### src/rtl/wsd_pkg.sv
package wsd_pkg;

    localparam int WINDOW_DEPTH = 16;
    localparam int SAMPLE_W     = 20;
    localparam int COUNT_OUT_W  = 5;
    localparam int MIN_SAMPLES  = 2;

    localparam int PTR_W   = (WINDOW_DEPTH > 1) ? $clog2(WINDOW_DEPTH) : 1;
    localparam int CNT_W   = $clog2(WINDOW_DEPTH + 1);
    localparam int SUM_W   = SAMPLE_W + $clog2(WINDOW_DEPTH);
    localparam int SQ_W    = 2 * SAMPLE_W + $clog2(WINDOW_DEPTH);
    localparam int PROD_W  = SQ_W + CNT_W;
    localparam int ROOT_W  = (PROD_W + 1) / 2;
    localparam int RAD_W   = 2 * ROOT_W;
    localparam int REM_W   = ROOT_W + 2;
    localparam int TRIAL_W = REM_W + 2;
    localparam int STEP_W  = $clog2(ROOT_W);

    localparam int QUEUE_DEPTH = 2;
    localparam int QPTR_W      = $clog2(QUEUE_DEPTH);
    localparam int QCNT_W      = $clog2(QUEUE_DEPTH + 1);

    localparam int S_TDATA_W = ((SAMPLE_W + 7) / 8) * 8;
    localparam int M_TDATA_W = ((SAMPLE_W + COUNT_OUT_W + 7) / 8) * 8;

    typedef struct packed {
        logic [CNT_W-1:0] n;
        logic [SUM_W-1:0] s1;
        logic [SQ_W-1:0]  s2;
    } t_job;

    typedef struct packed {
        logic full;
        logic empty;
    } t_queue_status;

    typedef enum logic [1:0] {
        FR_IDLE,
        FR_SQUARE,
        FR_PUSH
    } t_front_state;

    typedef enum logic [2:0] {
        BK_IDLE,
        BK_MUL,
        BK_SUB,
        BK_SQRT,
        BK_DIV,
        BK_DONE
    } t_back_state;

endpackage

### src/rtl/wsd_front.sv
module wsd_front (
    input  logic                          i_clk,
    input  logic                          i_rst_n,
    input  logic                          i_valid,
    output logic                          o_ready,
    input  logic [wsd_pkg::SAMPLE_W-1:0]  i_sample,
    output logic                          o_push,
    output wsd_pkg::t_job                 o_job,
    input  wsd_pkg::t_queue_status        i_qstat
);
    import wsd_pkg::*;

    t_front_state r_state, n_state;

    logic [SAMPLE_W-1:0]   r_mem [WINDOW_DEPTH];
    logic [SAMPLE_W-1:0]   r_x;
    logic [SAMPLE_W-1:0]   r_old;
    logic [2*SAMPLE_W-1:0] r_x_sq;
    logic [2*SAMPLE_W-1:0] r_old_sq;

    logic [PTR_W-1:0] r_wp, n_wp;
    logic             r_full, n_full;
    logic [SUM_W-1:0] r_sum, n_sum;
    logic [SQ_W-1:0]  r_sq_sum, n_sq_sum;

    logic accept;
    logic wrap;
    logic [SAMPLE_W-1:0]   old_term;
    logic [2*SAMPLE_W-1:0] old_sq_term;

    assign o_ready = (r_state == FR_IDLE);
    assign accept  = i_valid && o_ready;

    always_comb begin
        wrap        = (r_wp == PTR_W'(WINDOW_DEPTH - 1));
        n_wp        = wrap ? '0 : r_wp + 1'b1;
        n_full      = r_full | wrap;
        old_term    = r_full ? r_old : '0;
        old_sq_term = r_full ? r_old_sq : '0;
        n_sum       = r_sum - SUM_W'(old_term) + SUM_W'(r_x);
        n_sq_sum    = r_sq_sum - SQ_W'(old_sq_term) + SQ_W'(r_x_sq);
        o_job.n     = n_full ? CNT_W'(WINDOW_DEPTH) : CNT_W'(n_wp);
        o_job.s1    = n_sum;
        o_job.s2    = n_sq_sum;
        o_push      = (r_state == FR_PUSH) && !i_qstat.full;
    end

    always_comb begin
        n_state = r_state;
        case (r_state)
            FR_IDLE: begin
                if (accept) n_state = FR_SQUARE;
            end
            FR_SQUARE: begin
                n_state = FR_PUSH;
            end
            FR_PUSH: begin
                if (!i_qstat.full) n_state = FR_IDLE;
            end
            default: begin
                n_state = FR_IDLE;
            end
        endcase
    end

    always_ff @(posedge i_clk) begin
        if (!i_rst_n) begin
            r_state <= FR_IDLE;
        end else begin
            r_state <= n_state;
        end
    end

    // ring store, old entry read back before it is overwritten
    always_ff @(posedge i_clk) begin
        if (accept) begin
            r_old        <= r_mem[r_wp];
            r_mem[r_wp]  <= i_sample;
            r_x          <= i_sample;
        end
    end

    always_ff @(posedge i_clk) begin
        if (r_state == FR_SQUARE) begin
            r_x_sq   <= r_x * r_x;
            r_old_sq <= r_old * r_old;
        end
    end

    always_ff @(posedge i_clk) begin
        if (!i_rst_n) begin
            r_wp     <= '0;
            r_full   <= 1'b0;
            r_sum    <= '0;
            r_sq_sum <= '0;
        end else if (o_push) begin
            r_wp     <= n_wp;
            r_full   <= n_full;
            r_sum    <= n_sum;
            r_sq_sum <= n_sq_sum;
        end
    end

endmodule

### src/rtl/wsd_queue.sv
module wsd_queue (
    input  logic                   i_clk,
    input  logic                   i_rst_n,
    input  logic                   i_push,
    input  wsd_pkg::t_job          i_job,
    input  logic                   i_pop,
    output wsd_pkg::t_job          o_job,
    output wsd_pkg::t_queue_status o_stat
);
    import wsd_pkg::*;

    t_job              r_mem [QUEUE_DEPTH];
    logic [QPTR_W-1:0] r_wr;
    logic [QPTR_W-1:0] r_rd;
    logic [QCNT_W-1:0] r_cnt;

    assign o_stat.full  = (r_cnt == QCNT_W'(QUEUE_DEPTH));
    assign o_stat.empty = (r_cnt == '0);
    assign o_job        = r_mem[r_rd];

    always_ff @(posedge i_clk) begin
        if (i_push) begin
            r_mem[r_wr] <= i_job;
        end
    end

    always_ff @(posedge i_clk) begin
        if (!i_rst_n) begin
            r_wr  <= '0;
            r_rd  <= '0;
            r_cnt <= '0;
        end else begin
            if (i_push) r_wr <= r_wr + 1'b1;
            if (i_pop) r_rd <= r_rd + 1'b1;
            case ({i_push, i_pop})
                2'b10:   r_cnt <= r_cnt + 1'b1;
                2'b01:   r_cnt <= r_cnt - 1'b1;
                default: r_cnt <= r_cnt;
            endcase
        end
    end

endmodule

### src/rtl/wsd_back.sv
module wsd_back (
    input  logic                             i_clk,
    input  logic                             i_rst_n,
    input  wsd_pkg::t_queue_status           i_qstat,
    input  wsd_pkg::t_job                    i_job,
    output logic                             o_pop,
    output logic                             o_valid,
    input  logic                             i_ready,
    output logic [wsd_pkg::SAMPLE_W-1:0]     o_std_dev,
    output logic                             o_valid_res,
    output logic [wsd_pkg::COUNT_OUT_W-1:0]  o_sample_count
);
    import wsd_pkg::*;

    t_back_state r_state, n_state;

    logic [CNT_W-1:0]   r_n;
    logic [SUM_W-1:0]   r_s1;
    logic [SQ_W-1:0]    r_s2;
    logic [PROD_W-1:0]  r_a;
    logic [2*SUM_W-1:0] r_b;
    logic [RAD_W-1:0]   r_rad;
    logic [ROOT_W-1:0]  r_root;
    logic [REM_W-1:0]   r_rem;
    logic [CNT_W-1:0]   r_drem;
    logic [STEP_W-1:0]  r_step;

    logic                   r_out_valid;
    logic [SAMPLE_W-1:0]    r_std_dev;
    logic                   r_valid_res;
    logic [COUNT_OUT_W-1:0] r_count;

    logic               last_step;
    logic               load;
    logic [TRIAL_W-1:0] rem_sh;
    logic [TRIAL_W-1:0] trial;
    logic [TRIAL_W-1:0] rem_diff;
    logic [CNT_W:0]     dr_sh;
    logic [CNT_W:0]     dr_diff;
    logic [PROD_W-1:0]  b_ext;

    always_comb begin
        last_step = (r_step == STEP_W'(ROOT_W - 1));
        load      = (r_state == BK_DONE) && (!r_out_valid || i_ready);
        o_pop     = (r_state == BK_IDLE) && !i_qstat.empty;
        rem_sh    = {r_rem, r_rad[RAD_W-1 -: 2]};
        trial     = TRIAL_W'({r_root, 2'b01});
        rem_diff  = rem_sh - trial;
        dr_sh     = {r_drem, r_root[ROOT_W-1]};
        dr_diff   = dr_sh - {1'b0, r_n};
        b_ext     = PROD_W'(r_b);
    end

    always_comb begin
        n_state = r_state;
        case (r_state)
            BK_IDLE: begin
                if (!i_qstat.empty) n_state = BK_MUL;
            end
            BK_MUL: begin
                n_state = BK_SUB;
            end
            BK_SUB: begin
                n_state = BK_SQRT;
            end
            BK_SQRT: begin
                if (last_step) n_state = BK_DIV;
            end
            BK_DIV: begin
                if (last_step) n_state = BK_DONE;
            end
            BK_DONE: begin
                if (load) n_state = BK_IDLE;
            end
            default: begin
                n_state = BK_IDLE;
            end
        endcase
    end

    always_ff @(posedge i_clk) begin
        if (!i_rst_n) begin
            r_state <= BK_IDLE;
        end else begin
            r_state <= n_state;
        end
    end

    always_ff @(posedge i_clk) begin
        case (r_state)
            BK_IDLE: begin
                if (!i_qstat.empty) begin
                    r_n  <= i_job.n;
                    r_s1 <= i_job.s1;
                    r_s2 <= i_job.s2;
                end
            end
            BK_MUL: begin
                r_a <= r_n * r_s2;
                r_b <= r_s1 * r_s1;
            end
            BK_SUB: begin
                r_rad  <= (r_a > b_ext) ? RAD_W'(r_a - b_ext) : '0;
                r_root <= '0;
                r_rem  <= '0;
                r_step <= '0;
            end
            // square root, one result bit per cycle
            BK_SQRT: begin
                r_rad <= r_rad << 2;
                if (rem_sh >= trial) begin
                    r_rem  <= REM_W'(rem_diff);
                    r_root <= {r_root[ROOT_W-2:0], 1'b1};
                end else begin
                    r_rem  <= REM_W'(rem_sh);
                    r_root <= {r_root[ROOT_W-2:0], 1'b0};
                end
                if (last_step) begin
                    r_step <= '0;
                    r_drem <= '0;
                end else begin
                    r_step <= r_step + 1'b1;
                end
            end
            // restoring divide of the root by the count, quotient shifts into r_root
            BK_DIV: begin
                if (dr_sh >= {1'b0, r_n}) begin
                    r_drem <= dr_diff[CNT_W-1:0];
                    r_root <= {r_root[ROOT_W-2:0], 1'b1};
                end else begin
                    r_drem <= dr_sh[CNT_W-1:0];
                    r_root <= {r_root[ROOT_W-2:0], 1'b0};
                end
                r_step <= r_step + 1'b1;
            end
            default: begin
            end
        endcase
    end

    always_ff @(posedge i_clk) begin
        if (load) begin
            r_std_dev   <= r_root[SAMPLE_W-1:0];
            r_valid_res <= (r_n >= CNT_W'(MIN_SAMPLES));
            r_count     <= COUNT_OUT_W'(r_n);
        end
    end

    always_ff @(posedge i_clk) begin
        if (!i_rst_n) begin
            r_out_valid <= 1'b0;
        end else if (load) begin
            r_out_valid <= 1'b1;
        end else if (i_ready) begin
            r_out_valid <= 1'b0;
        end
    end

    assign o_valid        = r_out_valid;
    assign o_std_dev      = r_std_dev;
    assign o_valid_res    = r_valid_res;
    assign o_sample_count = r_count;

endmodule

### src/rtl/windowed_standard_deviation.sv
// Sliding-window standard deviation of light samples (unsigned, 4 fraction bits).
// Each sample enters a ring of the last WINDOW_DEPTH samples; every transaction in
// returns one transaction out with floor(isqrt(n*S2 - S1^2) / n), a flag on tuser
// that is set once two or more samples are held, and the sample count. The front
// end takes a new sample only once its previous one is pushed into the queue, and
// updates the ring and running sums; a two-entry queue feeds the back end, which
// handles one item at a time with a square root and a restoring divide that each
// give one bit per cycle. The result stays in an output register until it is taken.
module windowed_standard_deviation (
    input  logic                              i_clk,
    input  logic                              i_rst_n,
    input  logic                              i_s_axis_tvalid,
    output logic                              o_s_axis_tready,
    // sample
    input  logic [wsd_pkg::S_TDATA_W-1:0]     i_s_axis_tdata,
    output logic                              o_m_axis_tvalid,
    input  logic                              i_m_axis_tready,
    // std_dev, sample_count
    output logic [wsd_pkg::M_TDATA_W-1:0]     o_m_axis_tdata,
    // valid_res
    output logic                              o_m_axis_tuser
);
    import wsd_pkg::*;

    logic                   w_push;
    logic                   w_pop;
    t_job                   w_job_in;
    t_job                   w_job_out;
    t_queue_status          w_qstat;
    logic [SAMPLE_W-1:0]    w_std_dev;
    logic [COUNT_OUT_W-1:0] w_count;

    wsd_front u_front (
        .i_clk    (i_clk),
        .i_rst_n  (i_rst_n),
        .i_valid  (i_s_axis_tvalid),
        .o_ready  (o_s_axis_tready),
        .i_sample (i_s_axis_tdata[SAMPLE_W-1:0]),
        .o_push   (w_push),
        .o_job    (w_job_in),
        .i_qstat  (w_qstat)
    );

    wsd_queue u_queue (
        .i_clk   (i_clk),
        .i_rst_n (i_rst_n),
        .i_push  (w_push),
        .i_job   (w_job_in),
        .i_pop   (w_pop),
        .o_job   (w_job_out),
        .o_stat  (w_qstat)
    );

    wsd_back u_back (
        .i_clk          (i_clk),
        .i_rst_n        (i_rst_n),
        .i_qstat        (w_qstat),
        .i_job          (w_job_out),
        .o_pop          (w_pop),
        .o_valid        (o_m_axis_tvalid),
        .i_ready        (i_m_axis_tready),
        .o_std_dev      (w_std_dev),
        .o_valid_res    (o_m_axis_tuser),
        .o_sample_count (w_count)
    );

    assign o_m_axis_tdata = M_TDATA_W'({w_count, w_std_dev});

    a_queue_no_overflow: assert property (@(posedge i_clk) disable iff (!i_rst_n)
        w_push |-> !w_qstat.full)
        else $error("push into full queue");

    a_queue_no_underflow: assert property (@(posedge i_clk) disable iff (!i_rst_n)
        w_pop |-> !w_qstat.empty)
        else $error("pop from empty queue");

    a_flag_matches_count: assert property (@(posedge i_clk) disable iff (!i_rst_n)
        o_m_axis_tvalid |-> (o_m_axis_tuser == (w_count >= COUNT_OUT_W'(MIN_SAMPLES))))
        else $error("valid flag disagrees with sample count");

    a_zero_dev_when_not_valid: assert property (@(posedge i_clk) disable iff (!i_rst_n)
        (o_m_axis_tvalid && !o_m_axis_tuser) |-> (w_std_dev == '0))
        else $error("nonzero deviation with fewer than two samples");

endmodule
### config.mk
export PLATFORM = sky130hd
export DESIGN_NAME = windowed_standard_deviation
export DESIGN_NICKNAME = d
export VERILOG_FILES = /design/src/rtl/wsd_pkg.sv /design/src/rtl/wsd_front.sv /design/src/rtl/wsd_queue.sv /design/src/rtl/wsd_back.sv /design/src/rtl/windowed_standard_deviation.sv
export SDC_FILE = /design/constraint.sdc
export NUM_CORES = 2
export LEC_CHECK = 0
export BUFFER_PORTS_ARGS = -buffer_cell sky130_fd_sc_hd__buf_2
export CAP_MARGIN = 20
export CELL_PAD_IN_SITES_DETAIL_PLACEMENT = 0
export CELL_PAD_IN_SITES_GLOBAL_PLACEMENT = 1
export CORE_MARGIN = 2
export CORE_UTILIZATION = 50
export CTS_CLUSTER_DIAMETER = 100
export CTS_CLUSTER_SIZE = 20
export DETAILED_ROUTE_END_ITERATION = 12
export GPL_TIMING_DRIVEN = 0
export PLACE_DENSITY = 0.78
export SLEW_MARGIN = 20
export SYNTH_ARGS = -nofsm -noshare
export SYNTH_HDL_FRONTEND = slang
export SYNTH_SLANG_ARGS = --single-unit
export TNS_END_PERCENT = 100
### constraint.sdc
create_clock -name i_clk -period 9.49 [get_ports i_clk]
set_input_delay 0.949 -clock i_clk [delete_from_list [all_inputs] [get_ports i_clk]]
set_output_delay 0.949 -clock i_clk [all_outputs]
set_load 0.005 [all_outputs]
==> out/metrics.yaml <==
outcome: "complete, no violations"
post_drt_wl_per_cell_um: 20.6
cts_buffers: 58
worst_slack_ns: 0.446
drc: 0
r2r_slack_ns: 0.45
core_area_um2: 178000
synth.cell_area_um2: 89700
fillers: 15900
io_pins: 63
drt-total-wl_um: 223000
ant_nets: 0
critPathLaunchType: "register"
worstRegToRegCells: 25
path_common_cell: "fa_1"
ys_types: 84
path_clk_slew_ns: 0.09
required_ns: 9.94
vias_per_cell: 5.33
wl_met3_um: 10400
worst-path-buf-inv: 7
drive_gt1_share_pct: 4.92
antenna_found_initial: 7
critPathMaxFanout: 10
ys_ff_latch: 974
start_util_pct: 50.3
rr_endpoint: "u_back.r_b[47]"
synthTopCellsByArea: "edfxtp_1, fa_1, ha_1, inv_1, nand2_1"
finalCritPeriodShare_pct: 95.3
drtPass1Iterations: 6
synthCells: 8267
die_height_um: 428
grt_use_total_pct: 24.8
cpLargestDelayFamily: "adder cells"
wl_met2_um: 109000
drt_first_iter_violations: 3958
grt_max_degree: 53
ys_seq_area_share_pct: 31.7
rsz0062_at_grt: "no"
final_common_cell: "inv_1"
areaGrowthSynthToFinish_pct: 6.20
slew_viol_final: 0
max_slew.worst_pin.slew_ns: 1.16
slowest_stage: "clkbuf_1"
clock_latency_ns: 0.73
max-cap-violations: 0
finalHoldViolCount: 0
cts_root_buffer: "clkbuf_16"
top_layer_used: "met5"
async_reset_ff_share_pct: 0
synth_edf_count: 891
hold_buffers: 0
grt_pass1_vias: 60700
place.gp.congestion: 0.920
die_area_um2: 183000
cts_tree: "built"
cp_slowest_stage_delay_ns: 0.69
regArea_um2: 28400
synth_warnings: 0
setup_tns_ns: 0
nets: 10300
synth_top_area_share_pct: 29.8
timing.hold.ws_ns: 0.459
fp.dieW_um: 428
timing.rr.start: "u_back.r_s1[17]"
hpwl_um: 178000
met1_length_um: 94800
io_buffers: 50
htreeDepth: 2
mostFrequentLayoutCells: "inv_1, fa_1, edfxtp_1, nand2_1, ha_1"
hold_class: "reg -> reg"
critPathLaunch: "u_back.r_s1[17]"
synth_top_cell_by_area: "edfxtp_1"
min_period_ns: 9.04
place_worst_setup_slack_ns: 0.453
fmax_ghz: 0.111
fin_skew_ns: 0.0497
grt_pass1_wl_um: 348000
critical_path_class: "reg -> reg"
num_vias: 57600
overflow: 0
cp.depth: 25
crit_path_end: "u_back.r_b[47]"
cts.sinks: 974
cts_buffer_depth: 3
multi_input_area_um2: 53500
synth.avg_cell_area_um2: 10.9
cts.repair.resized: 0
finalSetupViolCount: 0
critPathArrivalTime_ns: 9.49
post_cts_buffers: 0
placementRows: 155
maxSlewHeadroom_pct: 22.4
ys.flop_type: "edfxtp_1"
crit_path_end_kind: "register"
final cells by class:
type / count / share of cell area [%]
Antenna cell: 1 / 0.00263
Buffer: 261 / 1.07
Clock buffer: 100 / 1.75
Clock inverter: 9 / 0.152
Inverter: 1831 / 7.21
Multi-Input combinational cell: 5207 / 56.2
Sequential cell: 974 / 29.8
Tap cell: 2355 / 3.09
Timing Repair Buffer: 77 / 0.718
Yosys cell counts (64+ instances only):
cell / number
a21oi_1: 348
nand2_1: 725
ha_1: 687
fa_1: 1170
xnor2_1: 215
a21o_1: 191
o21ai_0: 141
clkbuf_1: 237
dfxtp_1: 83
mux4_2: 100
and2_1: 378
inv_1: 1823
nor2_1: 343
xor2_1: 116
mux2_2: 77
nand3_1: 64
edfxtp_1: 891
routing by layer:
metal	GRT usage, %	up-vias
li1	-	26900
met1	33.0	29000
met2	42.6	1439
met3	2.54	342
met4	8.58	12
met5	0	-
registers in the layout (all words and copies together), names as in the netlist, 5 cells and up:
name,count
u_back.r_s2,44
u_front.r_x,20
u_front.r_x_sq,39
u_back.r_b,47
u_back.r_drem,5
u_back.r_root,25
u_back.o_std_dev,20
u_back.r_a,49
u_front.r_mem,320
u_front.r_old,20
u_back.r_step,5
u_front.r_sq_sum,44
u_back.o_sample_count,5
u_queue.r_mem,146
u_back.r_n,5
u_front.r_old_sq,39
u_back.r_rad,50
u_front.r_sum,24
u_back.r_s1,24
u_back.r_rem,27
metrics by stage:
step / utilization (%) / instances / instance area (um^2)
after global routing: 53.4 / 10800 / 95300
after floorplan: - / 8273 / 89700
final: 53.4 / 10800 / 95300
after CTS: 53.4 / 10800 / 95300
after global placement: 52.1 / 10700 / 92900
after detailed placement: 52.4 / 10700 / 93400
worst register-to-register path, stage by stage (launching register included):
cell,delay [ns]
edfxtp_1,0.58
clkbuf_1,0.66
clkbuf_1,0.69
nand2_1,0.25
fa_1,0.58
inv_1,0.06
fa_1,0.52
inv_1,0.05
fa_1,0.51
fa_1,0.51
inv_1,0.05
fa_1,0.50
fa_1,0.49
inv_1,0.05
fa_1,0.56
inv_1,0.06
ha_1,0.36
and3_1,0.27
nor3b_1,0.33
o211ai_1,0.25
a21oi_1,0.42
o211ai_1,0.22
a21oi_1,0.30
nor2_1,0.16
o21ai_0,0.26
xnor2_1,0.09
how the worst min path moves through the flow:
stage	startpoint	to	slack, ns	depth (start not counted)
floorplan	u_back.r_n[2]	u_back.o_sample_count[2]	0.42	0
global placement	u_back.r_root[19]	u_back.o_std_dev[19]	0.43	0
detailed placement	u_back.r_root[17]	u_back.o_std_dev[17]	0.44	0
CTS	u_front.r_sq_sum[19]	u_front.r_sq_sum[19]	0.46	2
global route	u_back.r_root[17]	u_back.o_std_dev[17]	0.46	0
finish	u_back.r_root[8]	u_back.o_std_dev[8]	0.46	0
cells by family (layout without fill, tap and decap cells):
family	after synthesis	count (layout)	share of synthesized area, %
multiplexers	199	199	3.72
AND/OR/NAND/NOR	1803	1803	9.54
other	1	8	0.00418
XOR/XNOR	331	331	3.23
buffers and inverters	2092	2278	8.79
AO/OA/AOI/OAI	1010	1010	7.35
adder cells (fa/ha/maj)	1857	1857	35.7
flip-flops	974	974	31.7
Power is not shown: default switching activity piles up to over one toggle a cycle in this logic, so the estimate is an artifact.
